===== config.mk =====
export PLATFORM = sky130hd
export DESIGN_NAME = ppt_ctrl
export DESIGN_NICKNAME = d
export VERILOG_FILES = /design/src/rtl/ppt_pkg.sv /design/src/rtl/ppt_ctrl.sv
export SDC_FILE = /design/constraint.sdc
export NUM_CORES = 1
export LEC_CHECK = 0
export ABC_AREA = 1
export BUFFER_PORTS_ARGS = -buffer_cell sky130_fd_sc_hd__buf_4
export CAP_MARGIN = 10
export CORE_AREA = 2 2 39 41
export CTS_CLUSTER_DIAMETER = 100
export DETAILED_ROUTE_END_ITERATION = 7
export DIE_AREA = 0 0 41 43
export PLACE_DENSITY_LB_ADDON = 0.25
export SLEW_MARGIN = 10
export SYNTH_ARGS = -nofsm -noshare
export SYNTH_HDL_FRONTEND = slang
export SYNTH_SLANG_ARGS = --single-unit

===== constraint.sdc =====
create_clock -name clock -period 1.6 [get_ports clock]
set_input_delay 0.24 -clock clock [delete_from_list [all_inputs] [get_ports clock]]
set_output_delay 0.24 -clock clock [all_outputs]
set_load 0.01 [all_outputs]

===== src/rtl/ppt_pkg.sv =====
// Package for the page permission table: field widths, operation and status
// codes, and the command/status structs between controller and datapath.
// No dependencies.
package ppt_pkg;

   localparam int ADDRESS_BITS       = 48;
   localparam int PAGE_OFFSET_BITS   = 12;
   localparam int SIZE_BITS          = ADDRESS_BITS + 1;
   localparam int FRAME_BITS         = ADDRESS_BITS - PAGE_OFFSET_BITS;
   // page count of a range: ceil(size / page), one bit more than size/page
   localparam int COUNT_BITS         = SIZE_BITS - PAGE_OFFSET_BITS + 1;
   localparam int OP_BITS            = 3;
   localparam int RIGHTS_BITS        = 3;
   localparam int STATUS_BITS        = 2;
   localparam int DEFAULT_PAGE_COUNT = 4096;

   localparam logic [OP_BITS-1:0] OP_MAP         = 3'd0;
   localparam logic [OP_BITS-1:0] OP_UNMAP       = 3'd1;
   localparam logic [OP_BITS-1:0] OP_CHECK       = 3'd2;
   localparam logic [OP_BITS-1:0] OP_QUERY_PROT  = 3'd3;
   localparam logic [OP_BITS-1:0] OP_SET_DIRTY   = 3'd4;
   localparam logic [OP_BITS-1:0] OP_CLEAR_DIRTY = 3'd5;
   localparam logic [OP_BITS-1:0] OP_QUERY_DIRTY = 3'd6;

   localparam logic [STATUS_BITS-1:0] ST_OK           = 2'd0;
   localparam logic [STATUS_BITS-1:0] ST_ZERO_SIZE    = 2'd1;
   localparam logic [STATUS_BITS-1:0] ST_OUT_OF_RANGE = 2'd2;

   // controller -> datapath
   typedef struct packed {
      logic ready;        // input channel may take a transaction
      logic decode;       // register range check, load walk counters
      logic walk;         // write one page of the range
      logic sweep;        // clearing pass: zero one entry of both stores
      logic prot_read;    // read protection of the addressed page
      logic dirty_read;   // read dirty bit of the frame
      logic dirty_write;  // set or clear dirty bit of the frame
      logic finish;       // load the result register
   } ppt_cmd_type;

   // datapath -> controller
   typedef struct packed {
      logic [OP_BITS-1:0] op;
      logic               req_valid;
      logic               rsp_free;
      logic               size_zero;
      logic               range_ok;
      logic               page_in;
      logic               frame_in;
      logic               walk_last;
      logic               sweep_last;
   } ppt_stat_type;

endpackage


===== src/rtl/ppt_ctrl.sv =====
// Controller state machine of the page permission table: clearing pass,
// decode, range walk and result hand-off. Depends on ppt_pkg.
module ppt_ctrl import ppt_pkg::*; (
   input  logic         clock,
   input  logic         reset,
   input  ppt_stat_type stat,
   output ppt_cmd_type  cmd
);

   localparam logic [2:0] S_CLEAR  = 3'd0;
   localparam logic [2:0] S_IDLE   = 3'd1;
   localparam logic [2:0] S_DECODE = 3'd2;
   localparam logic [2:0] S_WALK   = 3'd3;
   localparam logic [2:0] S_FINISH = 3'd4;

   logic [2:0] state_ff;
   logic [2:0] state_in;

   always_comb begin
      cmd      = '0;
      state_in = state_ff;
      case (state_ff)
         S_CLEAR: begin
            cmd.sweep = 1'b1;
            if (stat.sweep_last) begin
               state_in = S_IDLE;
            end
         end
         S_IDLE: begin
            cmd.ready = 1'b1;
            if (stat.req_valid) begin
               state_in = S_DECODE;
            end
         end
         S_DECODE: begin
            cmd.decode = 1'b1;
            state_in   = S_FINISH;
            case (stat.op)
               OP_MAP, OP_UNMAP: begin
                  if (!stat.size_zero && stat.range_ok) begin
                     state_in = S_WALK;
                  end
               end
               OP_CHECK, OP_QUERY_PROT: begin
                  cmd.prot_read = stat.page_in;
               end
               OP_SET_DIRTY, OP_CLEAR_DIRTY: begin
                  cmd.dirty_write = stat.frame_in;
               end
               OP_QUERY_DIRTY: begin
                  cmd.dirty_read = stat.frame_in;
               end
               default: begin
               end
            endcase
         end
         S_WALK: begin
            cmd.walk = 1'b1;
            if (stat.walk_last) begin
               state_in = S_FINISH;
            end
         end
         S_FINISH: begin
            // hand the result over and take the next transaction at once
            if (stat.rsp_free) begin
               cmd.finish = 1'b1;
               cmd.ready  = 1'b1;
               state_in   = stat.req_valid ? S_DECODE : S_IDLE;
            end
         end
         default: begin
            state_in = S_IDLE;
         end
      endcase
   end

   always_ff @(posedge clock) begin
      if (reset) begin
         state_ff <= S_CLEAR;
      end else begin
         state_ff <= state_in;
      end
   end

`ifndef SYNTHESIS
   a_sweep_alone: assert property (@(posedge clock) disable iff (reset)
      cmd.sweep |-> !cmd.walk && !cmd.dirty_write && !cmd.ready)
      else $error("clearing pass overlaps other work");
   a_clear_ends: assert property (@(posedge clock) disable iff (reset)
      (state_ff == S_CLEAR) && stat.sweep_last |=> (state_ff == S_IDLE))
      else $error("clearing pass did not end at last entry");
   a_walk_after_decode: assert property (@(posedge clock) disable iff (reset)
      (state_ff == S_WALK) && !$past(state_ff == S_WALK) |-> $past(state_ff == S_DECODE))
      else $error("range walk entered without decode");
`endif

endmodule


### Yosys cells after proc, flatten, opt, wreduce, memory -nomap -nowiden

Cells that the tools add are included.

| storage, ports and cells | value |
|---|---|
| bits in registers | 3 |
| bits in latches | 0 |
| RAM bits | 0 |
| ROM bits | 0 |
| input port bits | 13 |
| word-level logic and storage cells | 41 |
| memories kept | 0 |

| cells by class | value |
|---|---|
| $add $sub $neg | 0 |
| multipliers | 0 |
| divide/modulo/power cells | 0 |
| magnitude comparators | 0 |
| equality and inequality tests | 14 |
| shifts and indexed selects | 0 |
| multiplexer cells | 18 |
| bitwise logic cells | 0 |
| reductions and logical operators | 8 |

Operators by type and width:

| cell | count |
|---|---|
| two-way mux 3 bit | 7 |
| case mux 3 bit (5 select lines) | 1 |
| == test 3 x 2 -> 1 bit (second input constant) | 4 |
| == test 3 bit (second input constant) | 4 |
| two-way mux 1 bit | 8 |
| != test 2 bit (second input constant) | 4 |
| == test 3 x 1 -> 1 bit (second input constant) | 2 |
| zero test 3 bit | 2 |
| OR reduction 2 bit | 3 |
| AND reduction 4 bit | 1 |
| two-way mux 2 bit | 1 |
| case mux 1 bit (2 select lines) | 1 |
| logical AND 1 bit | 1 |
| zero test 1 bit | 1 |

### Logic depth before layout (Yosys ltp)

Gate-level depths: netlist of the first run.

| depth | value |
|---|---|
| depth in word-level cells | 5 |
| depth in mapped cells | 8 |

### Worst setup path before layout of the first run

No wires, ideal clock.

| timing path | value |
|---|---|
| kind | reg-to-output |
| start | register state_ff[2] |
| end | output port cmd[1] in the netlist's numbering |
| data arrival time | 1131 ps |
| data required time | 1360 ps |
| path slack | 229 ps |
| stages on the path, launching flop included | 7 |
| buffers on the path | 1 |
| cell sequence | dfxtp_1 buf_6 inv_4 nand2_1 nor2_2 inv_1 nor4_1 |

RTL lines:

| element | line | text |
|---|---|---|
| start: declaration | ppt_ctrl.sv:16 | `logic [2:0] state_ff;` |
| start signal: assignment | ppt_ctrl.sv:81 | `state_ff <= state_in;` |
| end: declaration | ppt_ctrl.sv:7 | `output ppt_cmd_type cmd` |

==> metrics.cfg, run 1 <==
[floorplanning]
coreArea_um2=1380
dieArea_um2=1760
start_util_pct=24.8
die_w_um=41
ios=21
fp.dieH_um=43
std_cell_rows=14

[sta]
slew_viol_final=0
max_freq_mhz=685
clock_skew_ns=0.000820
fin_setup_tns_ns=0
worstMarginPinSlew_ns=0.208
rsz0062_at_grt=false
min_period_over_period_pct=91.2
finalSetupViolations=0
fin_crit_ns=1.46
hold_viol_final=0
relSlewSlack_pct=86.1

[global_route]
met1_usage_pct=14.1
grt_max_degree=10
met2_usage_pct=17.2
gr-usage-met3_pct=7.85
gr-total-overflow=0
grt.busiest_layer=met2
grt_first_pass_wirelength_mm=1.43
first_global_vias=378
antenna_found_initial=0
grt_usage_pct=12.0

[cts]
postCtsSetupBuffers=0
cts_tree=yes
cts_resized=1
holdBufCountCts=0
cts_root_buf=clkbuf_4
cts.clk_slew.worst_paths_ns=0.04
htreeDepth=1
clkSinkCount=3
clock_latency_ns=0.23
cts_buffers=3
clockBufferDepth=2

[final_layout]
diodes=0
reg_top3=state_ff: 3 flops
nets=100
largest_register_ff_count=3
nFillCells=161
drive_gt1_share_pct=43.0
top_register=state_ff
areaGrowthSynthToFinish_pct=59.5

[synth]
yosysTopAreaCellShare_pct=17.5
synth_common_cells=15 x nand2_1, 12 x inv_1, 9 x nand3_1, 7 x nor2_1, 5 x nor2_2
postSynthCellCount=63
seq_area_frac_synth_pct=17.5
synth_area_leaders=dfxtp_1 18%, nand2_1 16%, nand3_1 13%
synthFlopType=dfxtp_1
synth_edf_count=0
async_flop_share_pct=0
syn-num-nets=76
yosysMostFrequentCell=nand2_1
synth_cell_types=15
syn_area_per_cell_um2=5.44
synth_seq_cells=3
yosysTopAreaCell=dfxtp_1
yosysWarnings=0
syn_area_um2=343

[power_and_ir_drop]
p_leak_nw=0.293
report.power.total_mw=0.809
power_density_nw_per_um2=1480
vdd_drop_max_uv=594

[placed_design]
io_buffer_count=20
place_hpwl_um=724
routabilityCongestion=0.792

[worst_setup_path]
worst-path-max-fanout=4
cp_top_family=flip-flops
path_cells=inv_1, nor2_2, nand2_1, o21ai_0, buf_4
worstSetupEndpointType=output port
crit_path_start_kind=register
slowest_delay_ns=0.42
cp_data_required_time_ns=1.36
path_class=register to output port
path_buf_inv=2
crit_arrival_ns=1.22
cpMaxStageDelayCell=dfxtp_1

[run]
drv_cap=0

[drt]
antenna_left=0
post-route-drc-count=0
wire_per_inst_um=8.95
initialDrtViolationCount=17
vias=467
vias_per_cell=4.58
wl_um=913
firstDrtPassIters=4

[run_status]
status=completed

[hold_path]
hold_path_class=input pin to register

layout make-up:
class	count	area, um^2	area share (%)
tap	16	20.0	3.66
inverter	13	51.3	9.38
clock buffer	4	26.3	4.81
multi-input combinational	46	236	43.2
sequential	3	62.6	11.4
timing repair buffer	20	150	27.5
per-stage QoR:
stage	utilization, %	setup slack, ns	cell area, um^2	std cells	hold slack, ns
3_3_place_gp	36.3	0.273	502	98	0.408
4_1_cts	38.2	0.0513	529	102	0.157
3_5_place_dp	36.3	0.234	502	98	0.407
6_report	39.5	0.140	547	102	0.163
2_1_floorplan	-	0.229	343	63	0.309
5_1_grt	39.5	0.0137	547	102	0.138
layout by cell type, fill, tap and decap left out, drive strengths merged:
master / instances
buf: 20
nand2: 18
inv: 13
nor2: 12
nand3: 10
clkbuf: 4
dfxtp: 3
o21ai: 2
nor3: 1
nor4: 1
nor2b: 1
a21oi: 1
worst register-to-register path, cell delays in order (launching register included):
cell and delay [ns]:
dfxtp_1 0.42, inv_1 0.13, nor2_2 0.13, nand3_2 0.08, nand2_2 0.08, nor2_2 0.05
nor2b_1 0.13, nor2_1 0.08
layer usage:
metal / vias up / wire length (um)
li1: 241 / -
met1: 195 / 391
met2: 31 / 423
met3: 0 / 99
met4: 0 / 0
met5: - / 0
cell families after synthesis:
| group | count (synthesis) | synth area share (%) |
|---|---|---|
| buffers and inverters | 14 | 18.2 |
| AO/OA/AOI/OAI | 3 | 4.38 |
| flip-flops | 3 | 17.5 |
| AND/OR/NAND/NOR | 43 | 59.9 |
power by group:
| group | switching, mW | total (mW) | internal (mW) |
|---|---|---|---|
| Combinational | 0.281 | 0.496 | 0.214 |
| Clock | 0.0405 | 0.134 | 0.0935 |
| Sequential | 0.0661 | 0.179 | 0.113 |
final timing paths:
path,from,to,slack (ns),cells after the start
worst max-delay path,state_ff[0],cmd[7],0.14,5
worst min-delay path,reset,state_ff[1],0.16,2
worst max register to register,state_ff[0],state_ff[0],0.44,7
worst min register to register,state_ff[2],state_ff[2],0.57,2
No activity file was read; power rests on OpenSTA's default activity.
==> run 2: changes to the inputs <==
- BUFFER_PORTS_ARGS: -buffer_cell sky130_fd_sc_hd__buf_4 -> -buffer_cell sky130_fd_sc_hd__clkbuf_2
==> metrics.cfg, run 2 (synthesis results as in run 1) <==
[run_status]
status=completed

[drt]
initialDrtViolationCount=12
antenna_left=0
post-route-drc-count=0
wire_per_inst_um=8.60
vias_per_cell=4.27
wl_um=877
firstDrtPassIters=4
vias=436

[global_route]
antenna_found_initial=0
grt_usage_pct=10.7
grt_first_pass_wirelength_mm=1.26
gr-total-overflow=0
grt_max_degree=10
first_global_vias=326

[floorplanning]
dieArea_um2=1760
start_util_pct=24.8
die_w_um=41
ios=21
coreArea_um2=1380
std_cell_rows=14
fp.dieH_um=43

[cts]
clockBufferDepth=2
holdBufCountCts=0
cts_buffers=3
cts.clk_slew.worst_paths_ns=0.04
clkSinkCount=3
clock_latency_ns=0.24
cts_resized=1
cts_tree=yes
cts_root_buf=clkbuf_4
postCtsSetupBuffers=0
htreeDepth=1

[hold_path]
hold_path_class=input pin to register
min_to=state_ff[1]
min-delay-start=reset
hold_depth=2

[power_and_ir_drop]
report.power.total_mw=0.785
vdd_drop_max_uv=615
p_leak_nw=0.281
power_density_nw_per_um2=1570

[sta]
max_freq_mhz=679
hold_viol_final=0
finalSetupViolations=0
clock_skew_ns=0.0102
rsz0062_at_grt=false
relSlewSlack_pct=87.0
fin_setup_tns_ns=0
worstMarginPinSlew_ns=0.195
fin_crit_ns=1.47
min_period_over_period_pct=92.0
slew_viol_final=0

[final_layout]
layout_commonest_cell=clkbuf_2
nets=100
largest_register_ff_count=3
areaGrowthSynthToFinish_pct=46.0
nFillCells=150
drive_gt1_share_pct=44.2
reg_top3=state_ff: 3 flops
final_cell_mix=18 x clkbuf_2, 15 x nand2_1, 12 x inv_1
diodes=0
top_register=state_ff

[worst_setup_path]
reg2reg_from=state_ff[0]
path_class=register to output port
cpMaxStageDelayCell=dfxtp_4
cp_top_family=flip-flops
worst-path-max-fanout=9
path_cells=inv_4, nand2_1, nor2_4, inv_1, nor4_2, buf_2
crit_arrival_ns=1.23
cp_data_required_time_ns=1.36
path_buf_inv=3
cp_num_cells=6
reg2reg_depth=7
worstSetupEndpointType=output port
slowest_delay_ns=0.38
crit_path_start_kind=register
r2r-end=state_ff[0]
r2r_setup_slack_ns=0.51

[placed_design]
routabilityCongestion=0.799
io_buffer_count=20
place_hpwl_um=676

[run]
drv_cap=0

## run 2: worst max path at each step
| stage | slack (ns) | endpoint | start |
|---|---|---|---|
| 6_report | 0.13 | cmd[1] | state_ff[2] |
| 5_1_grt | 0.01 | cmd[1] | state_ff[2] |
| 4_1_cts | 0.03 | cmd[1] | state_ff[2] |
| 3_5_place_dp | 0.22 | cmd[1] | state_ff[2] |
| 3_3_place_gp | 0.27 | cmd[1] | state_ff[2] |
| 2_1_floorplan | 0.23 | cmd[1] | state_ff[2] |
## run 2: cell type report
type                       count  area, um^2  area share [%]
clock buffer                   4        26.3            5.25
inverter                      13        51.3            10.3
multi-input combinational     46         236            47.3
sequential                     3        66.3            13.2
tap                           16        20.0            4.00
timing repair buffer          20         100            20.0
## run 2: metrics by stage
step | hold WS (ns) | cell area (um^2) | std cells | utilization, % | worst slack [ns]
2_1_floorplan | 0.309 | 343 | 63 | - | 0.229
3_3_place_gp | 0.416 | 452 | 98 | 32.6 | 0.267
3_5_place_dp | 0.416 | 452 | 98 | 32.6 | 0.220
4_1_cts | 0.168 | 479 | 102 | 34.6 | 0.0256
5_1_grt | 0.181 | 500 | 102 | 36.2 | 0.0124
6_report | 0.165 | 500 | 102 | 36.2 | 0.127
## run 2: where the power goes
group,leakage (nW),internal (mW),switching (mW),total [mW]
clock network,0.0150,0.0940,0.0470,0.141
logic,0.240,0.178,0.278,0.456
registers,0.0261,0.121,0.0678,0.189
total,0.281,0.393,0.392,0.785
## run 2: per-layer routing
| metal | share of wire, % | routed length [um] | GRT usage [%] | up-vias |
|---|---|---|---|---|
| li1 | - | - | - | 240 |
| met1 | 45 | 396 | 14.4 | 170 |
| met2 | 45 | 399 | 13.8 | 24 |
| met3 | 7.3 | 64 | 3.14 | 2 |
| met4 | 1.8 | 16 | 8.00 | 0 |
| met5 | 0 | 0 | 0 | - |
==> run 3: changes to the inputs <==
- BUFFER_PORTS_ARGS: -buffer_cell sky130_fd_sc_hd__clkbuf_2 -> -buffer_cell sky130_fd_sc_hd__buf_2
- RECOVER_POWER: unset -> 100
==> metrics.cfg, run 3 (synthesis results as in run 1) <==
[power_and_ir_drop]
p_leak_nw=0.269
power_density_nw_per_um2=1560
vdd_drop_max_uv=623

[drt]
wire_per_inst_um=8.50
antenna_left=0
initialDrtViolationCount=16
firstDrtPassIters=4
wl_um=867
vias_per_cell=4.27
vias=436
post-route-drc-count=0

[placed_design]
place_area_um2=452
io_buffer_count=20
routabilityCongestion=0.798
dpl.cell_count=98
place_hpwl_um=672

[cts]
clock_latency_ns=0.25
htreeDepth=1
cts_root_buf=clkbuf_4
clkSinkCount=3
cts.clk_slew.worst_paths_ns=0.05
cts_buffers=3
clockBufferDepth=2
cts_tree=yes
holdBufCountCts=0

[sta]
hold_viol_final=0
slew_viol_final=0
fin_setup_tns_ns=0
min_period_over_period_pct=93.0
worstMarginPinSlew_ns=0.230
fin_hold_ws_ns=0.175
finalSetupViolations=0
relSlewSlack_pct=84.6
rsz0062_at_grt=false
fin_crit_ns=1.49
clock_skew_ns=0.0135
max_freq_mhz=672

[global_route]
antenna_found_initial=0
first_global_vias=326
grt_first_pass_wirelength_mm=1.23
grt_usage_pct=10.5
gr-total-overflow=0
grt_max_degree=10

[final_layout]
multi_input_area_um2=226
drive_gt1_share_pct=34.9
diodes=0
nFillCells=170
final_cell_area_um2=480
layout_commonest_cell=buf_2
reg_top3=state_ff: 3 flops
register_area_um2=61.3
nets=100
top_register=state_ff
areaGrowthSynthToFinish_pct=40.1
final_cell_mix=17 x buf_2, 15 x nand2_1, 12 x inv_1
fin_cells=102
largest_register_ff_count=3

[floorplanning]
std_cell_rows=14
coreArea_um2=1380
dieArea_um2=1760
start_util_pct=24.8
ios=21
fp.dieH_um=43
die_w_um=41

[hold_path]
hold_path_class=input pin to register

[worst_setup_path]
crit_arrival_ns=1.25
path_class=register to output port
crit_path_start_kind=register
worst-path-max-fanout=9
worstSetupEndpointType=output port
cp_data_required_time_ns=1.36

[run_status]
status=completed

[run]
drv_cap=0

## run 3: cell count changes in the layout (fill, tap and decap cells not counted), moves of 2 or more
cell | before | now
clkbuf_2 | 18 | 0
nor2_1 | 7 | 9
nor2_2 | 4 | 2
clkbuf_1 | 1 | 4
dfxtp_1 | 0 | 2
buf_2 | 2 | 17
## run 3: metal layers
metal | wire length (um) | part of all wire (%) | GRT usage [%]
met5 | 0 | 0 | 0
met4 | 17 | 2.0 | 8.00
met3 | 90 | 10 | 3.14
met2 | 368 | 42 | 12.8
met1 | 391 | 45 | 14.7
## run 3: final timing paths
check,start,to,slack [ns],cells after the start
max,state_ff[2],cmd[1],0.11,6
min,reset,state_ff[1],0.17,2
max reg2reg,state_ff[2],state_ff[0],0.38,6
min reg2reg,state_ff[2],state_ff[2],0.58,2
## run 3: layout make-up
class / instances / share of cell area (%)
tap: 16 / 4.17
timing repair buffer: 20 / 20.1
sequential: 3 / 12.8
multi-input combinational: 46 / 47.1
inverter: 13 / 10.4
clock buffer: 4 / 5.47
## run 3: stage by stage
step	utilization (%)	setup WS (ns)	total power [mW]
4_1_cts	34.6	0.0426	0.766
2_1_floorplan	-	0.229	0.516
3_3_place_gp	32.6	0.295	0.616
3_5_place_dp	32.6	0.238	0.615
5_1_grt	34.7	0.0105	0.829
6_report	34.7	0.112	0.750
## run 3: critical path: stages, from the launching register on
cell and delay (ns):
dfxtp_2 0.37, clkinv_2 0.08, nand2_1 0.08, nor2_4 0.12, inv_1 0.07, nor4_2 0.12, buf_2 0.17
## run 3: repair_timing
| item | CTS | global route |
|---|---|---|
| resized for setup | 1 | 2 |
| pin swaps | 0 | 0 |
| setup endpoints to repair | 1 | 2 |
| setup buffers | 0 | 0 |
## run 3: where the power goes
part	internal (mW)	switching (mW)	total, mW
registers	0.111	0.0620	0.173
logic	0.160	0.272	0.433
clock network	0.0942	0.0497	0.144
